<file path="src/design/xld_pkg.sv">
// Shared types and opcode constants for the x86 instruction length decoder.
package xld_pkg;

  // Kind of relative branch field found in the instruction
  typedef enum logic [2:0] {
    REL_NONE   = 3'd0,
    REL_CALL32 = 3'd1,
    REL_JMP32  = 3'd2,
    REL_JMP8   = 3'd3,
    REL_JCC8   = 3'd4,
    REL_JCC32  = 3'd5
  } rel_kind_t;

  // Prefix bytes
  localparam logic [7:0] PFX_LOCK  = 8'hF0;
  localparam logic [7:0] PFX_REPNE = 8'hF2;
  localparam logic [7:0] PFX_REP   = 8'hF3;
  localparam logic [7:0] PFX_CS    = 8'h2E;
  localparam logic [7:0] PFX_SS    = 8'h36;
  localparam logic [7:0] PFX_DS    = 8'h3E;
  localparam logic [7:0] PFX_ES    = 8'h26;
  localparam logic [7:0] PFX_FS    = 8'h64;
  localparam logic [7:0] PFX_GS    = 8'h65;
  localparam logic [7:0] PFX_OPSZ  = 8'h66;
  localparam logic [7:0] PFX_ADSZ  = 8'h67;

  // Opcodes with special handling
  localparam logic [7:0] OP_TWO_BYTE  = 8'h0F;
  localparam logic [7:0] OP_RET       = 8'hC3;
  localparam logic [7:0] OP_RET_IMM   = 8'hC2;
  localparam logic [7:0] OP_RETF_IMM  = 8'hCA;
  localparam logic [7:0] OP_GRP5      = 8'hFF;
  localparam logic [7:0] OP_CALL_REL  = 8'hE8;
  localparam logic [7:0] OP_JMP_REL32 = 8'hE9;
  localparam logic [7:0] OP_JMP_REL8  = 8'hEB;

  // One lane's view of the instruction, assuming the opcode sits at its position
  typedef struct packed {
    logic       ok;
    logic [3:0] len;
    logic [3:0] rel_pos;
    rel_kind_t  rel_kind;
    logic       has_modrm;
    logic [7:0] modrm;
    logic       ends_flow;
  } lane_res_t;

endpackage

</file>
<file path="src/design/xld_lane.sv">
// Decode lane: decodes the instruction assuming its opcode starts at byte POS.
module xld_lane #(
  parameter int POS     = 0,
  parameter int MAX_LEN = 15
) (
  input  logic [7:0]         win [4],
  input  logic               op16,
  input  logic               ad16,
  output xld_pkg::lane_res_t res
);

  localparam int LW = 5;  // lane-local length width, enough for POS + 11
  localparam logic [LW-1:0] P = LW'(POS);

  function automatic logic needs_modrm(input logic [7:0] op);
    logic r;
    r = 1'b0;
    if (op < 8'h40 && op[2:0] < 3'd4) r = 1'b1;
    if (op >= 8'h80 && op <= 8'h8F) r = 1'b1;
    if (op >= 8'hD0 && op <= 8'hD3) r = 1'b1;
    if (op >= 8'hD8 && op <= 8'hDF) r = 1'b1;
    if (op == 8'h62 || op == 8'h63 || op == 8'h69 || op == 8'h6B ||
        op == 8'hC0 || op == 8'hC1 || op == 8'hC6 || op == 8'hC7 ||
        op == 8'hF6 || op == 8'hF7 || op == 8'hFE || op == xld_pkg::OP_GRP5) r = 1'b1;
    return r;
  endfunction

  function automatic logic needs_modrm_ext(input logic [7:0] op);
    return op == 8'h1F || op == 8'hAF || op == 8'hB6 || op == 8'hB7 ||
           op == 8'hBE || op == 8'hBF;
  endfunction

  function automatic logic [2:0] imm_size(input logic [7:0] op, input logic o16,
                                          input logic [2:0] reg_f);
    logic [2:0] full;
    logic [2:0] r;
    full = o16 ? 3'd2 : 3'd4;
    r    = 3'd0;
    if (op < 8'h40 && op[2:0] == 3'd4) r = 3'd1;
    else if (op < 8'h40 && op[2:0] == 3'd5) r = full;
    else if (op == 8'h6A || op == 8'hA8 || op == 8'hC0 || op == 8'hC1 || op == 8'hC6 ||
             op == 8'h6B || op == 8'h80 || op == 8'h82 || op == 8'h83) r = 3'd1;
    else if (op == 8'h68 || op == 8'h69 || op == 8'h81 || op == 8'hA9 || op == 8'hC7)
      r = full;
    else if (op == 8'hF6) r = (reg_f <= 3'd1) ? 3'd1 : 3'd0;
    else if (op == 8'hF7) r = (reg_f <= 3'd1) ? full : 3'd0;
    return r;
  endfunction

  // Bytes following the ModRM byte: SIB, SIB base displacement, displacement
  function automatic logic [3:0] modrm_extra(input logic [7:0] m, input logic [7:0] sib);
    logic [3:0] r;
    r = 4'd0;
    if (m[7:6] != 2'd3 && m[2:0] == 3'd4) begin
      r = 4'd1;
      if (m[7:6] == 2'd0 && sib[2:0] == 3'd5) r = 4'd5;
    end
    if (m[7:6] == 2'd0 && m[2:0] == 3'd5) r = r + 4'd4;
    else if (m[7:6] == 2'd1) r = r + 4'd1;
    else if (m[7:6] == 2'd2) r = r + 4'd4;
    return r;
  endfunction

  logic [7:0]          b0, b1, b2, b3;
  logic                form_ok;
  logic [LW-1:0]       len;
  logic [LW-1:0]       rpos;
  xld_pkg::rel_kind_t  rkind;
  logic                hm;
  logic [7:0]          modrm;
  logic                term;

  assign b0 = win[0];
  assign b1 = win[1];
  assign b2 = win[2];
  assign b3 = win[3];

  always_comb begin
    form_ok = 1'b1;
    len     = '0;
    rpos    = '0;
    rkind   = xld_pkg::REL_NONE;
    hm      = 1'b0;
    modrm   = '0;
    term    = 1'b0;
    if (b0 == xld_pkg::OP_TWO_BYTE) begin
      if (op16) form_ok = 1'b0;
      if (b1 >= 8'h80 && b1 <= 8'h8F) begin
        len   = P + LW'(6);
        rpos  = P + LW'(2);
        rkind = xld_pkg::REL_JCC32;
      end else begin
        if (!needs_modrm_ext(b1) || ad16) form_ok = 1'b0;
        hm    = 1'b1;
        modrm = b2;
        len   = P + LW'(3) + LW'(modrm_extra(b2, b3));
      end
    end else begin
      if (op16 && (b0 == xld_pkg::OP_CALL_REL || b0 == xld_pkg::OP_JMP_REL32))
        form_ok = 1'b0;
      priority if (b0 >= 8'h70 && b0 <= 8'h7F) begin
        len   = P + LW'(2);
        rpos  = P + LW'(1);
        rkind = xld_pkg::REL_JCC8;
      end else if (b0 >= 8'hB0 && b0 <= 8'hB7) begin
        len = P + LW'(2);
      end else if (b0 >= 8'hB8 && b0 <= 8'hBF) begin
        len = P + (op16 ? LW'(3) : LW'(5));
      end else if (b0 >= 8'h40 && b0 <= 8'h5F) begin
        len = P + LW'(1);
      end else if ((b0 < 8'h40 && (b0[2:0] == 3'd4 || b0[2:0] == 3'd5)) ||
                   b0 == 8'h68 || b0 == 8'h6A || b0 == 8'hA8 || b0 == 8'hA9) begin
        len = P + LW'(1) + LW'(imm_size(b0, op16, 3'd0));
      end else if (b0 == 8'h60 || b0 == 8'h61 || b0 == 8'h90 || b0 == 8'h9B ||
                   b0 == 8'h98 || b0 == 8'h99 || (b0 >= 8'h9C && b0 <= 8'h9F) ||
                   b0 == xld_pkg::OP_RET || b0 == 8'hC9 || b0 == 8'hCC) begin
        len  = P + LW'(1);
        term = (b0 == xld_pkg::OP_RET);
      end else if (b0 == xld_pkg::OP_RET_IMM || b0 == xld_pkg::OP_RETF_IMM) begin
        len  = P + LW'(3);
        term = 1'b1;
      end else if (b0 >= 8'hA0 && b0 <= 8'hA3) begin
        if (ad16) form_ok = 1'b0;
        len = P + LW'(5);
      end else if (b0 == xld_pkg::OP_CALL_REL) begin
        len   = P + LW'(5);
        rpos  = P + LW'(1);
        rkind = xld_pkg::REL_CALL32;
      end else if (b0 == xld_pkg::OP_JMP_REL32) begin
        len   = P + LW'(5);
        rpos  = P + LW'(1);
        rkind = xld_pkg::REL_JMP32;
        term  = 1'b1;
      end else if (b0 == xld_pkg::OP_JMP_REL8) begin
        len   = P + LW'(2);
        rpos  = P + LW'(1);
        rkind = xld_pkg::REL_JMP8;
        term  = 1'b1;
      end else begin
        if (!needs_modrm(b0) || ad16) form_ok = 1'b0;
        hm    = 1'b1;
        modrm = b1;
        if (b0 == xld_pkg::OP_GRP5) begin
          // FF /3 and FF /5 (far forms) are not supported; FF /4 is jmp indirect
          if (b1[5:3] == 3'd3 || b1[5:3] == 3'd5) form_ok = 1'b0;
          if (b1[5:3] == 3'd4) term = 1'b1;
        end
        len = P + LW'(2) + LW'(modrm_extra(b1, b2)) + LW'(imm_size(b0, op16, b1[5:3]));
      end
    end
  end

  always_comb begin
    res.ok        = form_ok && (len <= LW'(MAX_LEN));
    res.len       = len[3:0];
    res.rel_pos   = rpos[3:0];
    res.rel_kind  = rkind;
    res.has_modrm = hm;
    res.modrm     = modrm;
    res.ends_flow = term;
  end

endmodule

</file>
<file path="src/design/xld_merge.sv">
// Merge stage: picks the lane at the opcode position and clears failed results.
module xld_merge #(
  parameter int MAX_LEN = 15
) (
  input  xld_pkg::lane_res_t       lanes [MAX_LEN],
  input  logic [$clog2(MAX_LEN)-1:0] pcnt,
  input  logic                     all_pre,
  output xld_pkg::lane_res_t       res,
  output logic [3:0]               prefix_count
);

  xld_pkg::lane_res_t sel;

  assign sel = lanes[pcnt];

  always_comb begin
    if (all_pre || !sel.ok) begin
      res          = '0;
      prefix_count = '0;
    end else begin
      res          = sel;
      prefix_count = 4'(pcnt);
    end
  end

endmodule

</file>
<file path="src/design/x86_instruction_length_decoder_core.sv">
// Top level of the x86 instruction length decoder: prefix scan, lanes, merge, output.
// Decodes one 32-bit x86 instruction from a 15-byte code window per transaction and reports
// length, prefix count, relative branch field, ModRM byte and whether it ends control flow.
// An item passes through two register stages: the first holds the prefix count and the
// results of MAX_LEN decode lanes (one per possible opcode position, all working at once),
// the second holds the merged result. out_valid rises once the window has passed both stages,
// and a new window is accepted every cycle while the output side keeps up. Bytes
// at positions MAX_LEN and above are ignored; failures return all-zero fields.
module x86_instruction_length_decoder_core #(
  parameter int MAX_LEN = 15
) (
  input  logic        clk,
  input  logic        rst_n,
  input  logic        in_valid,
  output logic        in_ready,
  input  logic [63:0] in_code_low,
  input  logic [55:0] in_code_high,
  output logic        out_valid,
  input  logic        out_ready,
  output logic        out_decode_ok,
  output logic [3:0]  out_instr_length,
  output logic [3:0]  out_prefix_count,
  output logic [3:0]  out_rel_field_pos,
  output logic [2:0]  out_rel_kind,
  output logic        out_has_modrm,
  output logic [7:0]  out_modrm_byte,
  output logic        out_ends_flow
);

  localparam int LCW  = $clog2(MAX_LEN);
  localparam int WPAD = MAX_LEN + 3;

  logic [7:0]           win [WPAD];
  logic [MAX_LEN-1:0]   is_pre;
  logic [MAX_LEN-1:0]   is_opsz;
  logic [MAX_LEN-1:0]   is_adsz;
  logic [MAX_LEN-1:0]   op16_before;
  logic [MAX_LEN-1:0]   ad16_before;
  logic [LCW-1:0]       pcnt;
  logic                 found;

  xld_pkg::lane_res_t   lane_res [MAX_LEN];
  xld_pkg::lane_res_t   lane_res_r [MAX_LEN];
  logic [LCW-1:0]       pcnt_r;
  logic                 all_pre_r;
  logic                 s1_valid_r;

  xld_pkg::lane_res_t   mres;
  logic [3:0]           mpcnt;
  xld_pkg::lane_res_t   out_res_r;
  logic [3:0]           out_pcnt_r;
  logic                 out_valid_r;

  logic                 s2_en;
  logic                 s1_en;

  // Window bytes; positions at MAX_LEN and beyond read as zero
  always_comb begin
    for (int i = 0; i < WPAD; i++) begin
      if (i < MAX_LEN && i < 8)
        win[i] = in_code_low[8*i +: 8];
      else if (i < MAX_LEN)
        win[i] = in_code_high[8*(i-8) +: 8];
      else
        win[i] = 8'h00;
    end
  end

  always_comb begin
    for (int i = 0; i < MAX_LEN; i++) begin
      is_opsz[i] = (win[i] == xld_pkg::PFX_OPSZ);
      is_adsz[i] = (win[i] == xld_pkg::PFX_ADSZ);
      is_pre[i]  = is_opsz[i] || is_adsz[i] ||
                   win[i] == xld_pkg::PFX_LOCK || win[i] == xld_pkg::PFX_REPNE ||
                   win[i] == xld_pkg::PFX_REP  || win[i] == xld_pkg::PFX_CS ||
                   win[i] == xld_pkg::PFX_SS   || win[i] == xld_pkg::PFX_DS ||
                   win[i] == xld_pkg::PFX_ES   || win[i] == xld_pkg::PFX_FS ||
                   win[i] == xld_pkg::PFX_GS;
    end
  end

  // Size prefixes seen ahead of each lane's opcode position
  always_comb begin
    op16_before[0] = 1'b0;
    ad16_before[0] = 1'b0;
    for (int i = 1; i < MAX_LEN; i++) begin
      op16_before[i] = op16_before[i-1] | is_opsz[i-1];
      ad16_before[i] = ad16_before[i-1] | is_adsz[i-1];
    end
  end

  // First byte that is not a prefix
  always_comb begin
    pcnt  = '0;
    found = 1'b0;
    for (int i = 0; i < MAX_LEN; i++) begin
      if (!found && !is_pre[i]) begin
        pcnt  = LCW'(i);
        found = 1'b1;
      end
    end
  end

  for (genvar p = 0; p < MAX_LEN; p++) begin : g_lane
    logic [7:0] lw [4];
    for (genvar k = 0; k < 4; k++) begin : g_byte
      assign lw[k] = win[p+k];
    end
    xld_lane #(
      .POS     (p),
      .MAX_LEN (MAX_LEN)
    ) u_lane (
      .win  (lw),
      .op16 (op16_before[p]),
      .ad16 (ad16_before[p]),
      .res  (lane_res[p])
    );
  end

  assign s2_en    = !out_valid_r || out_ready;
  assign s1_en    = !s1_valid_r || s2_en;
  assign in_ready = s1_en;

  always_ff @(posedge clk) begin
    if (!rst_n) begin
      s1_valid_r <= 1'b0;
    end else if (s1_en) begin
      s1_valid_r <= in_valid;
    end
  end

  always_ff @(posedge clk) begin
    if (s1_en && in_valid) begin
      lane_res_r <= lane_res;
      pcnt_r     <= pcnt;
      all_pre_r  <= !found;
    end
  end

  xld_merge #(
    .MAX_LEN (MAX_LEN)
  ) u_merge (
    .lanes        (lane_res_r),
    .pcnt         (pcnt_r),
    .all_pre      (all_pre_r),
    .res          (mres),
    .prefix_count (mpcnt)
  );

  always_ff @(posedge clk) begin
    if (!rst_n) begin
      out_valid_r <= 1'b0;
    end else if (s2_en) begin
      out_valid_r <= s1_valid_r;
    end
  end

  always_ff @(posedge clk) begin
    if (s2_en && s1_valid_r) begin
      out_res_r  <= mres;
      out_pcnt_r <= mpcnt;
    end
  end

  assign out_valid         = out_valid_r;
  assign out_decode_ok     = out_res_r.ok;
  assign out_instr_length  = out_res_r.len;
  assign out_prefix_count  = out_pcnt_r;
  assign out_rel_field_pos = out_res_r.rel_pos;
  assign out_rel_kind      = out_res_r.rel_kind;
  assign out_has_modrm     = out_res_r.has_modrm;
  assign out_modrm_byte    = out_res_r.modrm;
  assign out_ends_flow     = out_res_r.ends_flow;

endmodule
</file>
<file path="config.mk">
export PLATFORM = sky130hd
export DESIGN_NAME = x86_instruction_length_decoder_core
export DESIGN_NICKNAME = d
export VERILOG_FILES = /design/src/design/xld_pkg.sv /design/src/design/xld_lane.sv /design/src/design/xld_merge.sv /design/src/design/x86_instruction_length_decoder_core.sv
export SDC_FILE = /design/constraint.sdc
export NUM_CORES = 2
export LEC_CHECK = 0
export ABC_CLOCK_PERIOD_IN_PS = 13340
export BUFFER_PORTS_ARGS = -buffer_cell sky130_fd_sc_hd__buf_2
export CAP_MARGIN = 5
export CORE_AREA = 3 3 228 230
export DETAILED_ROUTE_END_ITERATION = 12
export DIE_AREA = 0 0 231 233
export GPL_TIMING_DRIVEN = 0
export PLACE_DENSITY = 0.82
export REMOVE_ABC_BUFFERS = 1
export SLEW_MARGIN = 20
export SYNTH_ARGS = -nofsm -noshare
export SYNTH_HDL_FRONTEND = slang
export SYNTH_SLANG_ARGS = --single-unit
</file>
<file path="constraint.sdc">
create_clock -name clk -period 13.34 [get_ports clk]
set_input_delay 2.668 -clock clk [delete_from_list [all_inputs] [get_ports clk]]
set_output_delay 2.668 -clock clk [all_outputs]
set_load 0.005 [all_outputs]
</file>
==> flow_summary.ini <==
[timing]
max-slew-margin-rel = 0.240
slew_viol_final = 0
fin_setup_tns_ns = 0
finalSetupViolCount = 0
grt_setup_unrepaired = false
finalWorstSetupSlack_ns = 5.84
fmax_mhz = 133
hold_violations = 0
fin_crit_sh = 0.563
skew_ns = 0.0213
worst_pin_slew_ns = 1.11
hold_slack_ns = 0.545
period_needed_ns = 7.50

[routing]
wl_per_cell_um = 25.7
drt-total-wl_um = 112000
drc = 0
first_iter_violations = 5316
drt_first_pass_iters = 8
drtAntennaViolNets = 0
viasPerCell = 7.33
vias = 32100

[finish]
num-nets-final = 3941
area_delta_synth_final_pct = 5.28
final_util = 0.674
drive_gt1_frac = 0.103
fin_cells = 4374
multi_input_area_mm2 = 0.0202
seq_area_mm2 = 0.00983
nFillCells = 4245

[global_routing]
antenna_found_initial = 4
overflow = 0
grt_usage = 0.403
grt_max_degree = 61
grt_pass1_wl_um = 171000
first_global_vias = 28300

[pwr]
p_per_area_mw_per_mm2 = 85.9
p_leak_nw = 13.2
ir_drop_v = 0.0000904

[worst_setup_path]
cp.arrival_ns = 7.77
critPathKind = primary input to register
crit_required_ns = 13.61
critPathLaunchType = primary input
worstPathMaxFanout = 27
end_kind = register

[yosys]
synth_compound_area_frac = 0.241
synthArstFlopShare = 0
syn_inst = 3789
yosysWarnings = 0
netlist_area_mm2 = 0.0321
seq_area_frac_synth = 0.307
synth.avg_cell_area_um2 = 8.46
synth_top_family_by_area = simple AND/OR/NAND/NOR gates
netlist_top_cells_area = edfxtp_1, ha_1, nand2_1, nor2_1, a22o_1
synth_mux_area_frac = 0.0494
synth_xor_area_frac = 0.0161
synthSimpleGateAreaFrac = 0.265
yosysMostFrequentCell = nand2_1
yosys.area.top_type = edfxtp_1
synth-main-ff-cell = edfxtp_1
synth_common_cells = nand2_1, nor2_1, edfxtp_1
ys_ff_latch = 328
yosysTopAreaCellShare = 0.305
synth-adder-area-share = 0.0569
synth_edf_count = 326
ys_types = 116

[clock_tree]
cts_tree = done
root_buffer = clkbuf_16
numCtsBuffers = 31
path_clk_slew_ns = 0.06
clock-sinks = 328
ctsHoldBuffers = 0
cts_buffer_depth = 3
clkLatencyLatePin_ns = 0.59
post_cts_buffers = 0
cts-resized-gates = 0
htreeDepth = 1

[die]
num_io_pins = 152
die-area_mm2 = 0.0538
core_mm2 = 0.0501
initial_core_util = 0.640
num_rows = 82
die_h_um = 233
die_x_um = 231

[outcome]
outcome = finished, final reports clean

[placed_design]
placed_cells = 4318
place_hpwl_um = 83300
place_ws_ns = 5.37
io_buffers = 151
place.gp.congestion = 1.01

[worst_hold_path]
hold_path_class = register to register

[run]
cap_viol_max_count = 0
-- layout by cell type, fill, tap and decap left out, drive strengths merged, types with 55 or more instances in the layout --
cell / instances
edfxtp: 326
o21ai: 209
ha: 125
nand3: 123
nor3: 125
a22o: 124
a211oi: 55
nor2: 330
nand2b: 90
mux2i: 60
and2: 55
buf: 175
nand2: 350
nor2b: 77
a21oi: 200
inv: 187
-- metrics by stage --
stage / power, W / instance area, um2
after floorplan: 0.00170 / 30700
after global placement: 0.00200 / 32300
after detailed placement: 0.00200 / 32700
after CTS: 0.00287 / 33700
after global routing: 0.00299 / 33700
final: 0.00290 / 33700
-- flip-flops by register name, summed over array words and instances (netlist names) --
signal and flops:
pcnt_r 4, out_rel_kind 3, out_rel_field_pos 4, out_modrm_byte 8, out_instr_length 4, all_pre_r 1, out_valid 1, out_decode_ok 1
lane_res_r 295, out_prefix_count 4, out_has_modrm 1, s1_valid_r 1, out_ends_flow 1
-- worst max-delay path, stage by stage --
cell and delay, ns:
buf_2 0.44, nor2b_1 0.61, or3b_1 0.48, nand3_1 0.40, or2_1 0.44, o21ai_0 0.37, ha_1 0.42, inv_1 0.04
ha_1 0.20, a21o_1 0.16, a21oi_1 0.19, xnor2_1 0.13, o21ai_0 0.09, a221oi_1 0.28, a2111oi_0 0.12, nor4_1 0.71
-- power breakdown --
part | leakage (nW) | internal (W) | switching, W
clock | 0.476 | 0.000500 | 0.000380
combinational | 9.49 | 0.000260 | 0.000490
sequential | 3.24 | 0.00123 | 0.0000356
-- final timing paths --
path	from	end	slack, ns	cells after the start
worst min-delay path	s1_valid_r$_SDFFE_PN0N_	out_valid$_SDFFE_PN0P_	0.54	1
worst min register to register	s1_valid_r$_SDFFE_PN0N_	out_valid$_SDFFE_PN0P_	0.54	1
worst max register to register	pcnt_r[0]$_SDFFCE_PP0P_	out_prefix_count[2]$_SDFFCE_PP0P_	9.65	8
worst max-delay path	in_code_low[49]	lane_res_r[65]$_DFFE_PP_	5.84	16
-- cells by family (layout without fill, tap and decap cells) --
family	count (synthesis)	count (layout)
AOI/OAI and AO/OA	1096	1096
xor gates and xnor gates	59	59
adders and majority gates	138	138
buffers and inverters	504	413
DFF	328	328
muxes	112	112
other	0	4
and+or+nand+nor	1552	1552
-- final cells by class --
type                    instances  share of cell area
multi-input cells            2957               0.598
flip-flops and latches        328               0.291
repair buffers                175              0.0362
well taps                     672              0.0249
clock buffers                  36              0.0235
inverters                     186              0.0207
clock inverters                16             0.00556
diodes                          4            0.000297
-- per-layer routing --
layer	wire (um)	up-vias	global-route usage
li1	-	14200	-
met1	44300	15100	0.590
met2	47600	2435	0.594
met3	15700	358	0.0831
met4	4880	2	0.135
met5	13	-	0
(Power assumes the default switching activity.)
